--- src/htr_pkg.sv ---
// ----------------------------------------------------------------------------
// htr_pkg: shared types and constants of the I2C humidity/temperature reader
// Configuration record, decoded measurement record, result record, codes.
// ----------------------------------------------------------------------------
package htr_pkg;

	localparam int TICK_WIDTH  = 16;
	localparam int FRAME_BYTES = 5;
	localparam int FRAME_IDX_W = $clog2(FRAME_BYTES);

	// Register map (index = paddr[3:2])
	localparam int          CFG_ADDR_W     = 4;
	localparam logic [1:0]  REG_SENSOR_ADR = 2'd0;
	localparam logic [1:0]  REG_WRITE_HALF = 2'd1;
	localparam logic [1:0]  REG_READ_HALF  = 2'd2;
	localparam logic [1:0]  REG_ACK_TMO    = 2'd3;

	localparam logic [6:0]  RST_SENSOR_ADR = 7'd92;
	localparam logic [15:0] RST_WRITE_HALF = 16'd15;
	localparam logic [15:0] RST_READ_HALF  = 16'd50;
	localparam logic [15:0] RST_ACK_TMO    = 16'd250;

	// Status codes
	localparam logic [1:0] ST_OK       = 2'd0;
	localparam logic [1:0] ST_NO_ACK   = 2'd1;
	localparam logic [1:0] ST_CHECKSUM = 2'd2;

	// Clamp limits (tenths)
	localparam logic [11:0] HUM_MAX      = 12'd950;
	localparam logic [11:0] HUM_MIN      = 12'd200;
	localparam logic [11:0] TEMP_MAX     = 12'd600;
	localparam logic [11:0] TEMP_MIN_MAG = 12'd200;

	typedef struct packed {
		logic [6:0]  sensor_address;
		logic [15:0] write_half_ticks;
		logic [15:0] read_half_ticks;
		logic [15:0] ack_timeout_ticks;
	} htr_cfg_t;

	typedef struct packed {
		logic [1:0]         status;
		logic signed [10:0] temperature_tenths;
		logic [9:0]         humidity_tenths;
	} htr_meas_t;

	typedef struct packed {
		logic      scl_out;
		logic      sda_out;
		logic      busy_res;
		logic      done_res;
		htr_meas_t meas;
	} htr_res_t;

endpackage

--- src/htr_cfg.sv ---
// ----------------------------------------------------------------------------
// htr_cfg: APB register file
// Four configuration registers, written on the access phase, read back.
// ----------------------------------------------------------------------------
module htr_cfg (
	input  logic                           clk,
	input  logic                           arst_n,
	input  logic                           psel,
	input  logic                           penable,
	input  logic                           pwrite,
	input  logic [htr_pkg::CFG_ADDR_W-1:0] paddr,
	input  logic [31:0]                    pwdata,
	output logic [31:0]                    prdata,
	output logic                           pready,
	output htr_pkg::htr_cfg_t              cfg
);

	htr_pkg::htr_cfg_t cfg_q;
	logic [1:0]        reg_idx;
	logic              wr_en;

	assign reg_idx = paddr[3:2];
	assign pready  = 1'b1;
	assign wr_en   = psel & penable & pwrite;
	assign cfg     = cfg_q;

	always_ff @(posedge clk or negedge arst_n) begin
		if (!arst_n) begin
			cfg_q.sensor_address    <= htr_pkg::RST_SENSOR_ADR;
			cfg_q.write_half_ticks  <= htr_pkg::RST_WRITE_HALF;
			cfg_q.read_half_ticks   <= htr_pkg::RST_READ_HALF;
			cfg_q.ack_timeout_ticks <= htr_pkg::RST_ACK_TMO;
		end else if (wr_en) begin
			case (reg_idx)
				htr_pkg::REG_SENSOR_ADR: cfg_q.sensor_address    <= pwdata[6:0];
				htr_pkg::REG_WRITE_HALF: cfg_q.write_half_ticks  <= pwdata[15:0];
				htr_pkg::REG_READ_HALF:  cfg_q.read_half_ticks   <= pwdata[15:0];
				htr_pkg::REG_ACK_TMO:    cfg_q.ack_timeout_ticks <= pwdata[15:0];
				default: ;
			endcase
		end
	end

	always_comb begin
		case (reg_idx)
			htr_pkg::REG_SENSOR_ADR: prdata = {25'd0, cfg_q.sensor_address};
			htr_pkg::REG_WRITE_HALF: prdata = {16'd0, cfg_q.write_half_ticks};
			htr_pkg::REG_READ_HALF:  prdata = {16'd0, cfg_q.read_half_ticks};
			htr_pkg::REG_ACK_TMO:    prdata = {16'd0, cfg_q.ack_timeout_ticks};
			default:                 prdata = 32'd0;
		endcase
	end

endmodule

--- src/htr_decode.sv ---
// ----------------------------------------------------------------------------
// htr_decode: frame decoder
// Checksum test, humidity and temperature in tenths with clamping.
// ----------------------------------------------------------------------------
module htr_decode (
	input  logic [htr_pkg::FRAME_BYTES-1:0][7:0] frame,
	input  logic                                 lost_ack,
	output htr_pkg::htr_meas_t                   meas
);

	logic [7:0]  sum;
	logic [11:0] hum_raw;
	logic [11:0] mag;
	logic [11:0] neg;
	logic [9:0]  hum;
	logic [10:0] temp;

	assign sum     = frame[0] + frame[1] + frame[2] + frame[3];
	assign hum_raw = 12'(frame[0]) * 12'd10 + 12'(frame[1]);
	assign mag     = 12'(frame[2]) * 12'd10 + {5'd0, frame[3][6:0]};
	assign neg     = 12'd0 - mag;

	always_comb begin
		if (hum_raw > htr_pkg::HUM_MAX)
			hum = htr_pkg::HUM_MAX[9:0];
		else if (hum_raw < htr_pkg::HUM_MIN)
			hum = htr_pkg::HUM_MIN[9:0];
		else
			hum = hum_raw[9:0];

		// bit 7 of the fraction byte is the sign of a sign-magnitude value
		if (frame[3][7]) begin
			if (mag > htr_pkg::TEMP_MIN_MAG)
				temp = 11'(12'd0 - htr_pkg::TEMP_MIN_MAG);
			else
				temp = neg[10:0];
		end else if (mag > htr_pkg::TEMP_MAX) begin
			temp = htr_pkg::TEMP_MAX[10:0];
		end else begin
			temp = mag[10:0];
		end

		if (lost_ack) begin
			meas.status             = htr_pkg::ST_NO_ACK;
			meas.temperature_tenths = '0;
			meas.humidity_tenths    = '0;
		end else if (frame[4] != sum) begin
			meas.status             = htr_pkg::ST_CHECKSUM;
			meas.temperature_tenths = '0;
			meas.humidity_tenths    = '0;
		end else begin
			meas.status             = htr_pkg::ST_OK;
			meas.temperature_tenths = $signed(temp);
			meas.humidity_tenths    = hum;
		end
	end

endmodule

--- src/htr_ctrl.sv ---
// ----------------------------------------------------------------------------
// htr_ctrl: bus sequencer
// One tick per step: I2C phase machine, bit timing, frame capture, held result.
// ----------------------------------------------------------------------------
module htr_ctrl #(
	parameter int TICK_WIDTH = htr_pkg::TICK_WIDTH
) (
	input  logic              clk,
	input  logic              arst_n,
	input  logic              step,
	input  logic              sda_in,
	input  logic              start_request,
	input  htr_pkg::htr_cfg_t cfg,
	output htr_pkg::htr_res_t res
);

	localparam int CW = ((TICK_WIDTH > 16) ? TICK_WIDTH : 16) + 1;
	localparam logic [CW-1:0] TICK_MAX = CW'((64'd1 << TICK_WIDTH) - 64'd1);

	localparam logic [3:0] PH_IDLE     = 4'd0;
	localparam logic [3:0] PH_START_A  = 4'd1;
	localparam logic [3:0] PH_START_B  = 4'd2;
	localparam logic [3:0] PH_WR_LOW   = 4'd3;
	localparam logic [3:0] PH_WR_HIGH  = 4'd4;
	localparam logic [3:0] PH_ACK_LOW  = 4'd5;
	localparam logic [3:0] PH_ACK_HIGH = 4'd6;
	localparam logic [3:0] PH_ACK_POLL = 4'd7;
	localparam logic [3:0] PH_ACK_TAIL = 4'd8;
	localparam logic [3:0] PH_RD_LOW   = 4'd9;
	localparam logic [3:0] PH_RD_HIGH  = 4'd10;
	localparam logic [3:0] PH_MA_LOW   = 4'd11;
	localparam logic [3:0] PH_MA_HIGH  = 4'd12;
	localparam logic [3:0] PH_STOP_A   = 4'd13;
	localparam logic [3:0] PH_STOP_B   = 4'd14;
	localparam logic [3:0] PH_FINISH   = 4'd15;

	localparam logic [2:0] LAST_BYTE = 3'(htr_pkg::FRAME_BYTES - 1);

	logic [3:0]            phase_q, phase_d;
	logic [TICK_WIDTH-1:0] tick_q, tick_d;
	logic [2:0]            bit_q, bit_d;
	logic [2:0]            byte_q, byte_d;
	logic [7:0]            shift_q, shift_d;
	logic                  lost_q, lost_d;
	htr_pkg::htr_meas_t    held_q, held_d;
	htr_pkg::htr_meas_t    dec_meas;

	logic [htr_pkg::FRAME_BYTES-1:0][7:0] frame_q;
	logic                                 frame_we;
	logic [htr_pkg::FRAME_IDX_W-1:0]      frame_idx;

	logic [CW-1:0] lim_wr, lim_rd, lim_ack, tick_inc;
	logic          wr_over, rd_over, ack_expired, nack;
	logic [7:0]    rd_shifted, adr_byte;
	logic [TICK_WIDTH-1:0] tick_wr, tick_rd;
	logic          scl_o, sda_o, busy_o, done_o;

	// Half-period limit: zero acts as one, above the counter range saturates
	function automatic logic [CW-1:0] eff_ticks(input logic [15:0] v);
		logic [CW-1:0] w;
		w = CW'(v);
		if (v == 16'd0)
			eff_ticks = CW'(1);
		else if (w > TICK_MAX)
			eff_ticks = TICK_MAX;
		else
			eff_ticks = w;
	endfunction

	assign lim_wr   = eff_ticks(cfg.write_half_ticks);
	assign lim_rd   = eff_ticks(cfg.read_half_ticks);
	assign lim_ack  = (cfg.ack_timeout_ticks == 16'd0) ? '0 : eff_ticks(cfg.ack_timeout_ticks);
	assign tick_inc = CW'(tick_q) + CW'(1);
	assign wr_over  = tick_inc >= lim_wr;
	assign rd_over  = tick_inc >= lim_rd;
	assign tick_wr  = wr_over ? '0 : tick_inc[TICK_WIDTH-1:0];
	assign tick_rd  = rd_over ? '0 : tick_inc[TICK_WIDTH-1:0];
	assign ack_expired = CW'(tick_q) >= lim_ack;
	assign nack     = byte_q >= LAST_BYTE;
	assign rd_shifted = {shift_q[6:0], sda_in};
	assign adr_byte = {cfg.sensor_address, (byte_q != 3'd0)};
	assign frame_idx = (byte_q < 3'(htr_pkg::FRAME_BYTES)) ? byte_q[htr_pkg::FRAME_IDX_W-1:0]
	                                                       : LAST_BYTE[htr_pkg::FRAME_IDX_W-1:0];

	htr_decode u_decode (
		.frame    (frame_q),
		.lost_ack (lost_q),
		.meas     (dec_meas)
	);

	always_comb begin
		phase_d  = phase_q;
		tick_d   = tick_q;
		bit_d    = bit_q;
		byte_d   = byte_q;
		shift_d  = shift_q;
		lost_d   = lost_q;
		held_d   = held_q;
		frame_we = 1'b0;
		scl_o    = 1'b1;
		sda_o    = 1'b1;
		busy_o   = 1'b1;
		done_o   = 1'b0;

		case (phase_q)
			PH_IDLE: begin
				busy_o = 1'b0;
				if (start_request) begin
					phase_d = PH_START_A;
					tick_d  = '0;
					bit_d   = '0;
					byte_d  = '0;
					lost_d  = 1'b0;
				end
			end
			PH_START_A: begin
				tick_d = tick_wr;
				if (wr_over)
					phase_d = PH_START_B;
			end
			PH_START_B: begin
				sda_o  = 1'b0;
				tick_d = tick_wr;
				if (wr_over) begin
					shift_d = adr_byte;
					bit_d   = '0;
					phase_d = PH_WR_LOW;
				end
			end
			PH_WR_LOW: begin
				scl_o  = 1'b0;
				sda_o  = shift_q[7];
				tick_d = tick_wr;
				if (wr_over)
					phase_d = PH_WR_HIGH;
			end
			PH_WR_HIGH: begin
				sda_o  = shift_q[7];
				tick_d = tick_wr;
				if (wr_over) begin
					shift_d = {shift_q[6:0], 1'b0};
					if (bit_q == 3'd7) begin
						bit_d   = '0;
						phase_d = PH_ACK_LOW;
					end else begin
						bit_d   = bit_q + 3'd1;
						phase_d = PH_WR_LOW;
					end
				end
			end
			PH_ACK_LOW: begin
				scl_o  = 1'b0;
				tick_d = tick_wr;
				if (wr_over)
					phase_d = PH_ACK_HIGH;
			end
			PH_ACK_HIGH: begin
				tick_d = tick_wr;
				if (wr_over)
					phase_d = PH_ACK_POLL;
			end
			PH_ACK_POLL: begin
				if (!sda_in) begin
					tick_d  = '0;
					phase_d = PH_ACK_TAIL;
				end else if (ack_expired) begin
					tick_d = '0;
					// only the first address byte aborts; later misses are tolerated
					if (byte_q == 3'd0) begin
						lost_d  = 1'b1;
						phase_d = PH_STOP_A;
					end else begin
						phase_d = PH_ACK_TAIL;
					end
				end else begin
					tick_d = tick_inc[TICK_WIDTH-1:0];
				end
			end
			PH_ACK_TAIL: begin
				scl_o  = 1'b0;
				tick_d = tick_wr;
				if (wr_over) begin
					if (byte_q == 3'd0) begin
						byte_d  = 3'd1;
						shift_d = '0;
						bit_d   = '0;
						phase_d = PH_WR_LOW;
					end else if (byte_q == 3'd1) begin
						byte_d  = 3'd2;
						phase_d = PH_START_A;
					end else begin
						byte_d  = '0;
						bit_d   = '0;
						shift_d = '0;
						phase_d = PH_RD_LOW;
					end
				end
			end
			PH_RD_LOW: begin
				scl_o  = 1'b0;
				tick_d = tick_rd;
				if (rd_over)
					phase_d = PH_RD_HIGH;
			end
			PH_RD_HIGH: begin
				tick_d = tick_rd;
				if (rd_over) begin
					shift_d = rd_shifted;
					if (bit_q == 3'd7) begin
						bit_d    = '0;
						frame_we = 1'b1;
						phase_d  = PH_MA_LOW;
					end else begin
						bit_d   = bit_q + 3'd1;
						phase_d = PH_RD_LOW;
					end
				end
			end
			PH_MA_LOW: begin
				scl_o  = 1'b0;
				sda_o  = nack;
				tick_d = tick_wr;
				if (wr_over)
					phase_d = PH_MA_HIGH;
			end
			PH_MA_HIGH: begin
				sda_o  = nack;
				tick_d = tick_wr;
				if (wr_over) begin
					if (nack) begin
						phase_d = PH_STOP_A;
					end else begin
						byte_d  = byte_q + 3'd1;
						shift_d = '0;
						phase_d = PH_RD_LOW;
					end
				end
			end
			PH_STOP_A: begin
				scl_o  = 1'b0;
				sda_o  = 1'b0;
				tick_d = tick_wr;
				if (wr_over)
					phase_d = PH_STOP_B;
			end
			PH_STOP_B: begin
				sda_o  = 1'b0;
				tick_d = tick_wr;
				if (wr_over) begin
					held_d  = dec_meas;
					phase_d = PH_FINISH;
				end
			end
			default: begin
				busy_o  = 1'b0;
				done_o  = 1'b1;
				phase_d = PH_IDLE;
				tick_d  = '0;
				bit_d   = '0;
				byte_d  = '0;
			end
		endcase
	end

	// the result shows this tick's drive and the held values after the update
	assign res.scl_out  = scl_o;
	assign res.sda_out  = sda_o;
	assign res.busy_res = busy_o;
	assign res.done_res = done_o;
	assign res.meas     = held_d;

	always_ff @(posedge clk or negedge arst_n) begin
		if (!arst_n) begin
			phase_q <= PH_IDLE;
			tick_q  <= '0;
			bit_q   <= '0;
			byte_q  <= '0;
			shift_q <= '0;
			lost_q  <= 1'b0;
			held_q  <= '0;
		end else if (step) begin
			phase_q <= phase_d;
			tick_q  <= tick_d;
			bit_q   <= bit_d;
			byte_q  <= byte_d;
			shift_q <= shift_d;
			lost_q  <= lost_d;
			held_q  <= held_d;
		end
	end

	always_ff @(posedge clk) begin
		if (step && frame_we)
			frame_q[frame_idx] <= rd_shifted;
	end

endmodule

--- src/i2c_humidity_temperature_reader_unit.sv ---
// ----------------------------------------------------------------------------
// i2c_humidity_temperature_reader_unit: tick-driven I2C sensor reader
// Input register, one-step bus sequencer, result register; APB configuration.
// ----------------------------------------------------------------------------
// Path: an accepted input beat passes the input register, then the result register,
//   before its result beat appears.
// Throughput: one tick beat per cycle while m_axis_tready holds; the sequencer steps once per beat.
// Reset: arst_n clears the stage valid flags and the sequencer (idle, held
//   results zero), loads register defaults; stage data, captured frame bytes stay.
module i2c_humidity_temperature_reader_unit #(
	parameter int TICK_WIDTH = htr_pkg::TICK_WIDTH
) (
	input  logic                           clk,
	input  logic                           arst_n,
	// APB configuration
	input  logic                           psel,
	input  logic                           penable,
	input  logic                           pwrite,
	input  logic [htr_pkg::CFG_ADDR_W-1:0] paddr,
	input  logic [31:0]                    pwdata,
	output logic [31:0]                    prdata,
	output logic                           pready,
	// tick stream in
	input  logic                           s_axis_tvalid,
	output logic                           s_axis_tready,
	input  logic [7:0]                     s_axis_tdata,  // [0] sda_in, [1] start_request
	// result stream out
	output logic                           m_axis_tvalid,
	input  logic                           m_axis_tready,
	output logic [31:0]                    m_axis_tdata   // [0] scl_out, [1] sda_out,
	                                                       // [2] busy_res, [3] done_res,
	                                                       // [5:4] status,
	                                                       // [16:6] temperature_tenths,
	                                                       // [26:17] humidity_tenths
);

	htr_pkg::htr_cfg_t cfg;
	htr_pkg::htr_res_t res;
	htr_pkg::htr_res_t out_q;

	logic valid_s1;
	logic sda_s1;
	logic req_s1;
	logic out_valid_q;
	logic advance;
	logic step;
	logic in_beat;

	assign advance       = !out_valid_q || m_axis_tready;
	assign step          = valid_s1 && advance;
	assign s_axis_tready = !valid_s1 || advance;
	assign in_beat       = s_axis_tvalid && s_axis_tready;

	htr_cfg u_cfg (
		.clk     (clk),
		.arst_n  (arst_n),
		.psel    (psel),
		.penable (penable),
		.pwrite  (pwrite),
		.paddr   (paddr),
		.pwdata  (pwdata),
		.prdata  (prdata),
		.pready  (pready),
		.cfg     (cfg)
	);

	htr_ctrl #(
		.TICK_WIDTH (TICK_WIDTH)
	) u_ctrl (
		.clk           (clk),
		.arst_n        (arst_n),
		.step          (step),
		.sda_in        (sda_s1),
		.start_request (req_s1),
		.cfg           (cfg),
		.res           (res)
	);

	always_ff @(posedge clk or negedge arst_n) begin
		if (!arst_n) begin
			valid_s1 <= 1'b0;
		end else if (in_beat) begin
			valid_s1 <= 1'b1;
		end else if (step) begin
			valid_s1 <= 1'b0;
		end
	end

	always_ff @(posedge clk) begin
		if (in_beat) begin
			sda_s1 <= s_axis_tdata[0];
			req_s1 <= s_axis_tdata[1];
		end
	end

	always_ff @(posedge clk or negedge arst_n) begin
		if (!arst_n) begin
			out_valid_q <= 1'b0;
		end else if (step) begin
			out_valid_q <= 1'b1;
		end else if (m_axis_tready) begin
			out_valid_q <= 1'b0;
		end
	end

	always_ff @(posedge clk) begin
		if (step)
			out_q <= res;
	end

	assign m_axis_tvalid = out_valid_q;
	assign m_axis_tdata  = {5'd0,
	                        out_q.meas.humidity_tenths,
	                        out_q.meas.temperature_tenths,
	                        out_q.meas.status,
	                        out_q.done_res,
	                        out_q.busy_res,
	                        out_q.sda_out,
	                        out_q.scl_out};

	// a waiting input beat is never dropped while the result side stalls
	a_hold_s1: assert property (@(posedge clk) disable iff (!arst_n)
		valid_s1 && !advance |=> valid_s1)
		else $error("input stage lost a beat under stall");

	// the finishing beat reports done without busy
	a_done_idle: assert property (@(posedge clk) disable iff (!arst_n)
		step && res.done_res |-> !res.busy_res)
		else $error("done raised while busy");

	// lines stay released whenever no transaction runs
	a_idle_lines: assert property (@(posedge clk) disable iff (!arst_n)
		step && !res.busy_res |-> res.scl_out && res.sda_out)
		else $error("bus driven while idle");

	// an error status always carries zero values
	a_err_zero: assert property (@(posedge clk) disable iff (!arst_n)
		step && res.meas.status != htr_pkg::ST_OK |->
		res.meas.humidity_tenths == 10'd0 && res.meas.temperature_tenths == 11'sd0)
		else $error("error status with non-zero values");

endmodule
--- config.mk ---
export PLATFORM = sky130hd
export DESIGN_NAME = i2c_humidity_temperature_reader_unit
export DESIGN_NICKNAME = d
export VERILOG_FILES = /design/src/htr_pkg.sv /design/src/htr_cfg.sv /design/src/htr_decode.sv /design/src/htr_ctrl.sv /design/src/i2c_humidity_temperature_reader_unit.sv
export SDC_FILE = /design/constraint.sdc
export NUM_CORES = 1
export LEC_CHECK = 0
export BUFFER_PORTS_ARGS = -buffer_cell sky130_fd_sc_hd__buf_4
export CAP_MARGIN = 10
export CORE_MARGIN = 4
export CORE_UTILIZATION = 45
export CTS_CLUSTER_SIZE = 20
export DETAILED_ROUTE_END_ITERATION = 12
export PLACE_DENSITY_LB_ADDON = 0.12
export REMOVE_ABC_BUFFERS = 1
export SYNTH_ARGS = -nofsm -noshare
export SYNTH_HDL_FRONTEND = slang
export SYNTH_SLANG_ARGS = --single-unit
--- constraint.sdc ---
create_clock -name clk -period 4.8 [get_ports clk]
set_input_delay 0.24 -clock clk [delete_from_list [all_inputs] [get_ports clk]]
set_output_delay 0.24 -clock clk [all_outputs]
set_load 0.01 [all_outputs]
==> impl_metrics.yaml <==
floorplanning:
  start_util_pct: 45.80
  die_w_um: 171.1
  core-area_um2: 26130
  row_count: 59
  die-area_um2: 29270
  ios: 118
  die_height_um: 171.1
routing:
  dr_total_vias: 8904
  drc: 0
  firstDrtPassIters: 5
  vias_per_cell: 5.646
  drt_iter0_markers: 576
  wl_per_cell_um: 17.73
  ant_nets: 0
  drt_wl_total_um: 27960
finish:
  final_core_util_pct: 51.36
  area_delta_synth_final_pct: 12.14
  nets: 1397
  antenna_cells: 0
  nFillCells: 2438
  mostFrequentLayoutCell: "nand2_1"
  drive_gt1_share_pct: 17.71
  seqCellArea_um2: 4971
  final_cell_mix: "111 x nand2_1, 99 x ha_1, 98 x dfrtp_1"
  multi_input_area_um2: 6504
  stdcell_area_um2: 13420
power:
  power.density_nw_per_um2: 347.8
  ir_worst_vdd_uv: 287.4
  totalPowerFinal_w: 0.004667
  leakagePower_nw: 5.825
timing:
  hold_viol_final: 0
  timing.final.crit_share_pct: 90.09
  relSlewSlack_pct: 23.31
  max_freq_mhz: 231.2
  setup_violations: 0
  period_needed_ns: 4.324
  setup_tns_ns: 0
  tightest_slew_ns: 1.142
  slew_violations: 0
  skew_ns: 0.02488
  rsz0062_at_grt: "no"
  worst_slack_ns: 0.4756
cts:
  clkLatencyLatePin_ns: 0.44
  htree_num_levels: 4
  post-cts-setup-buffer-count: 0
  path_clk_slew_ns: 0.08
  cts_root_buffer: "clkbuf_16"
  cts_sinks: 184
  cts_buffer_depth: 2
  cts_tree: "yes"
  cts-buffers-inserted: 17
synth:
  synthArstFlopShare_pct: 62.50
  synth_seq_cells: 184
  ys_warn_count: 0
  synth_top_family_by_area: "compound AO/OA/AOI/OAI gates"
  synth-xor-area-share_pct: 3.513
  synthFlopType: "dfrtp_1"
  synth.area.mux_share_pct: 6.398
  synth_edf_count: 69
  syn_avg_cell_area_um2: 10.32
  yosys.area_share.simple_pct: 13.67
  postSynthCellCount: 1160
  netlist_area_um2: 11970
  synthDistinctLibCells: 83
  synthAdderAreaFrac_pct: 13.36
  ys_seq_area_share_pct: 41.54
  synth_compound_area_share_pct: 16.62
placement:
  gp_congestion: 0.8625
  numPortBuffers: 71
  hpwl_um: 21330
  dp_slack_ns: 0.4723
  placed_cell_area_um2: 12780
critical_path:
  r2r_setup_slack_ns: 0.48
  critPathKind: "reg2reg"
  endpoint_kind: "flip-flop"
  reg2reg_depth: 13
  worstSetupStartpointType: "flip-flop"
  r2r-end: "m_axis_tdata[20]$_DFFE_PP_"
  arrival_ns: 4.61
  required_ns: 5.09
  worstPathMaxFanout: 8
  r2r-start: "u_ctrl.frame_q[1]$_DFFE_PP_"
min_path:
  hp-class: "in2reg"
  holdCritStartpoint: "pwdata[8]"
  whs_endpoint: "u_cfg.cfg[24]$_DFFE_PN0P_"
  hold-path-cell-count: 3
global_routing:
  track_usage_pct: 19.57
  grt_util_met3_pct: 3.581
  grt_max_degree: 65
  grtUsageMet2_pct: 32.57
  use_met1_pct: 27.04
  top_usage_layer: "met2"
  gr-total-overflow: 0
  antenna_found_initial: 0
  grt_pass1_wl_um: 46160
  first_global_vias: 8793
job:
  maxCapViolations: 0
outcome:
  status: "completed"
==> per-layer routing <==
| layer | vias to the layer above | routed length, um | share of wire (%) |
|---|---|---|---|
| met3 | 16 | 1091 | 3.9 |
| li1 | 4362 | - | - |
| met1 | 4369 | 13250 | 47 |
| met4 | 0 | 240 | 0.86 |
| met5 | - | 0 | 0 |
| met2 | 157 | 13380 | 48 |
==> cell usage after synthesis, types with 13 or more instances <==
cell	n	area, um2
xnor2_1	33	289.0
nor2_1	56	210.2
nand3_1	29	145.1
edfxtp_1	69	2072
a21o_1	13	97.59
o21ai_1	19	95.09
dfstp_2	17	446.7
o21ai_0	73	365.4
nor2b_1	13	81.33
dfrtp_1	98	2452
a32o_1	17	170.2
nand2_1	111	416.7
inv_1	71	266.5
a22o_1	19	166.4
ha_1	99	1239
buf_4	23	172.7
xor2_1	15	131.4
nor3_1	19	95.09
mux2_2	50	563.0
a21oi_1	45	225.2
o211ai_1	15	112.6
fa_1	18	360.4
clkbuf_1	31	116.4
==> worst max-delay path: stages, from the launching register on <==
cell and delay, ns:
edfxtp_1 0.48, fa_1 0.53, fa_1 0.52, ha_1 0.20, inv_1 0.07, fa_1 0.40
xnor2_1 0.20, xnor2_1 0.14, nand4_1 0.10, nor4b_1 0.38, o211ai_1 0.23, or3_1 0.49
or2_1 0.32, o21ai_1 0.14
==> worst max path at each step <==
stage | from | end | slack (ns) | depth (start not counted)
2_1_floorplan | u_ctrl.frame_q[1]$_DFFE_PP_ | m_axis_tdata[20]$_DFFE_PP_ | 0.86 | 13
3_3_place_gp | u_ctrl.frame_q[17]$_DFFE_PP_ | m_axis_tdata[20]$_DFFE_PP_ | 0.48 | 13
3_5_place_dp | u_ctrl.frame_q[17]$_DFFE_PP_ | m_axis_tdata[20]$_DFFE_PP_ | 0.47 | 13
4_1_cts | u_ctrl.frame_q[17]$_DFFE_PP_ | m_axis_tdata[20]$_DFFE_PP_ | 0.47 | 13
5_1_grt | u_ctrl.frame_q[17]$_DFFE_PP_ | m_axis_tdata[17]$_DFFE_PP_ | 0.25 | 13
6_report | u_ctrl.frame_q[1]$_DFFE_PP_ | m_axis_tdata[20]$_DFFE_PP_ | 0.48 | 13
==> sequential cells by signal (all words and copies together) (netlist names) <==
name,cells
u_ctrl.bit_q,3
u_ctrl.byte_q,3
u_ctrl.tick_q,16
u_ctrl.held_q,23
sda_s1,1
u_ctrl.lost_q,1
u_ctrl.phase_q,4
u_cfg.cfg,55
m_axis_tdata,27
req_s1,1
u_ctrl.shift_q,8
m_axis_tvalid,1
u_ctrl.frame_q,40
valid_s1,1
==> through the flow <==
| stage | instances | hold WS (ns) |
|---|---|---|
| after global placement | 1539 | 0.4168 |
| after detailed placement | 1539 | 0.4109 |
| after CTS | 1577 | 0.0003031 |
| after floorplan | 1122 | -0.05559 |
| final | 1577 | 0.02520 |
| after global routing | 1577 | 0.02653 |
==> where the power goes <==
part	switching, W	internal, W
clock	0.000680	0.000706
combinational	0.000574	0.000510
sequential	0.000297	0.00190
total	0.00155	0.00312
==> area by class of cell <==
class                   count  area share, %
inverters                  72          2.014
clock buffers              19          3.300
well taps                 335          3.123
repair buffers             88          5.034
flip-flops and latches    184          37.04
clock inverters            13          1.026
multi-input cells         866          48.46
==> logic make-up after synthesis <==
group                      count (synthesis)
muxes                                     61
buffers and inverters                    130
DFF                                      184
other                                      2
adders and majority gates                117
and+or+nand+nor                          326
AOI/OAI and AO/OA                        292
xor gates and xnor gates                  48
==> timing repair <==
action / CTS / global route
hold endpoints to repair: 63 / 0
resized for setup: 0 / 0
endpoints found under the setup margin: 0 / 0
hold buffers: 6 / 0
(Power assumes the default switching activity.)
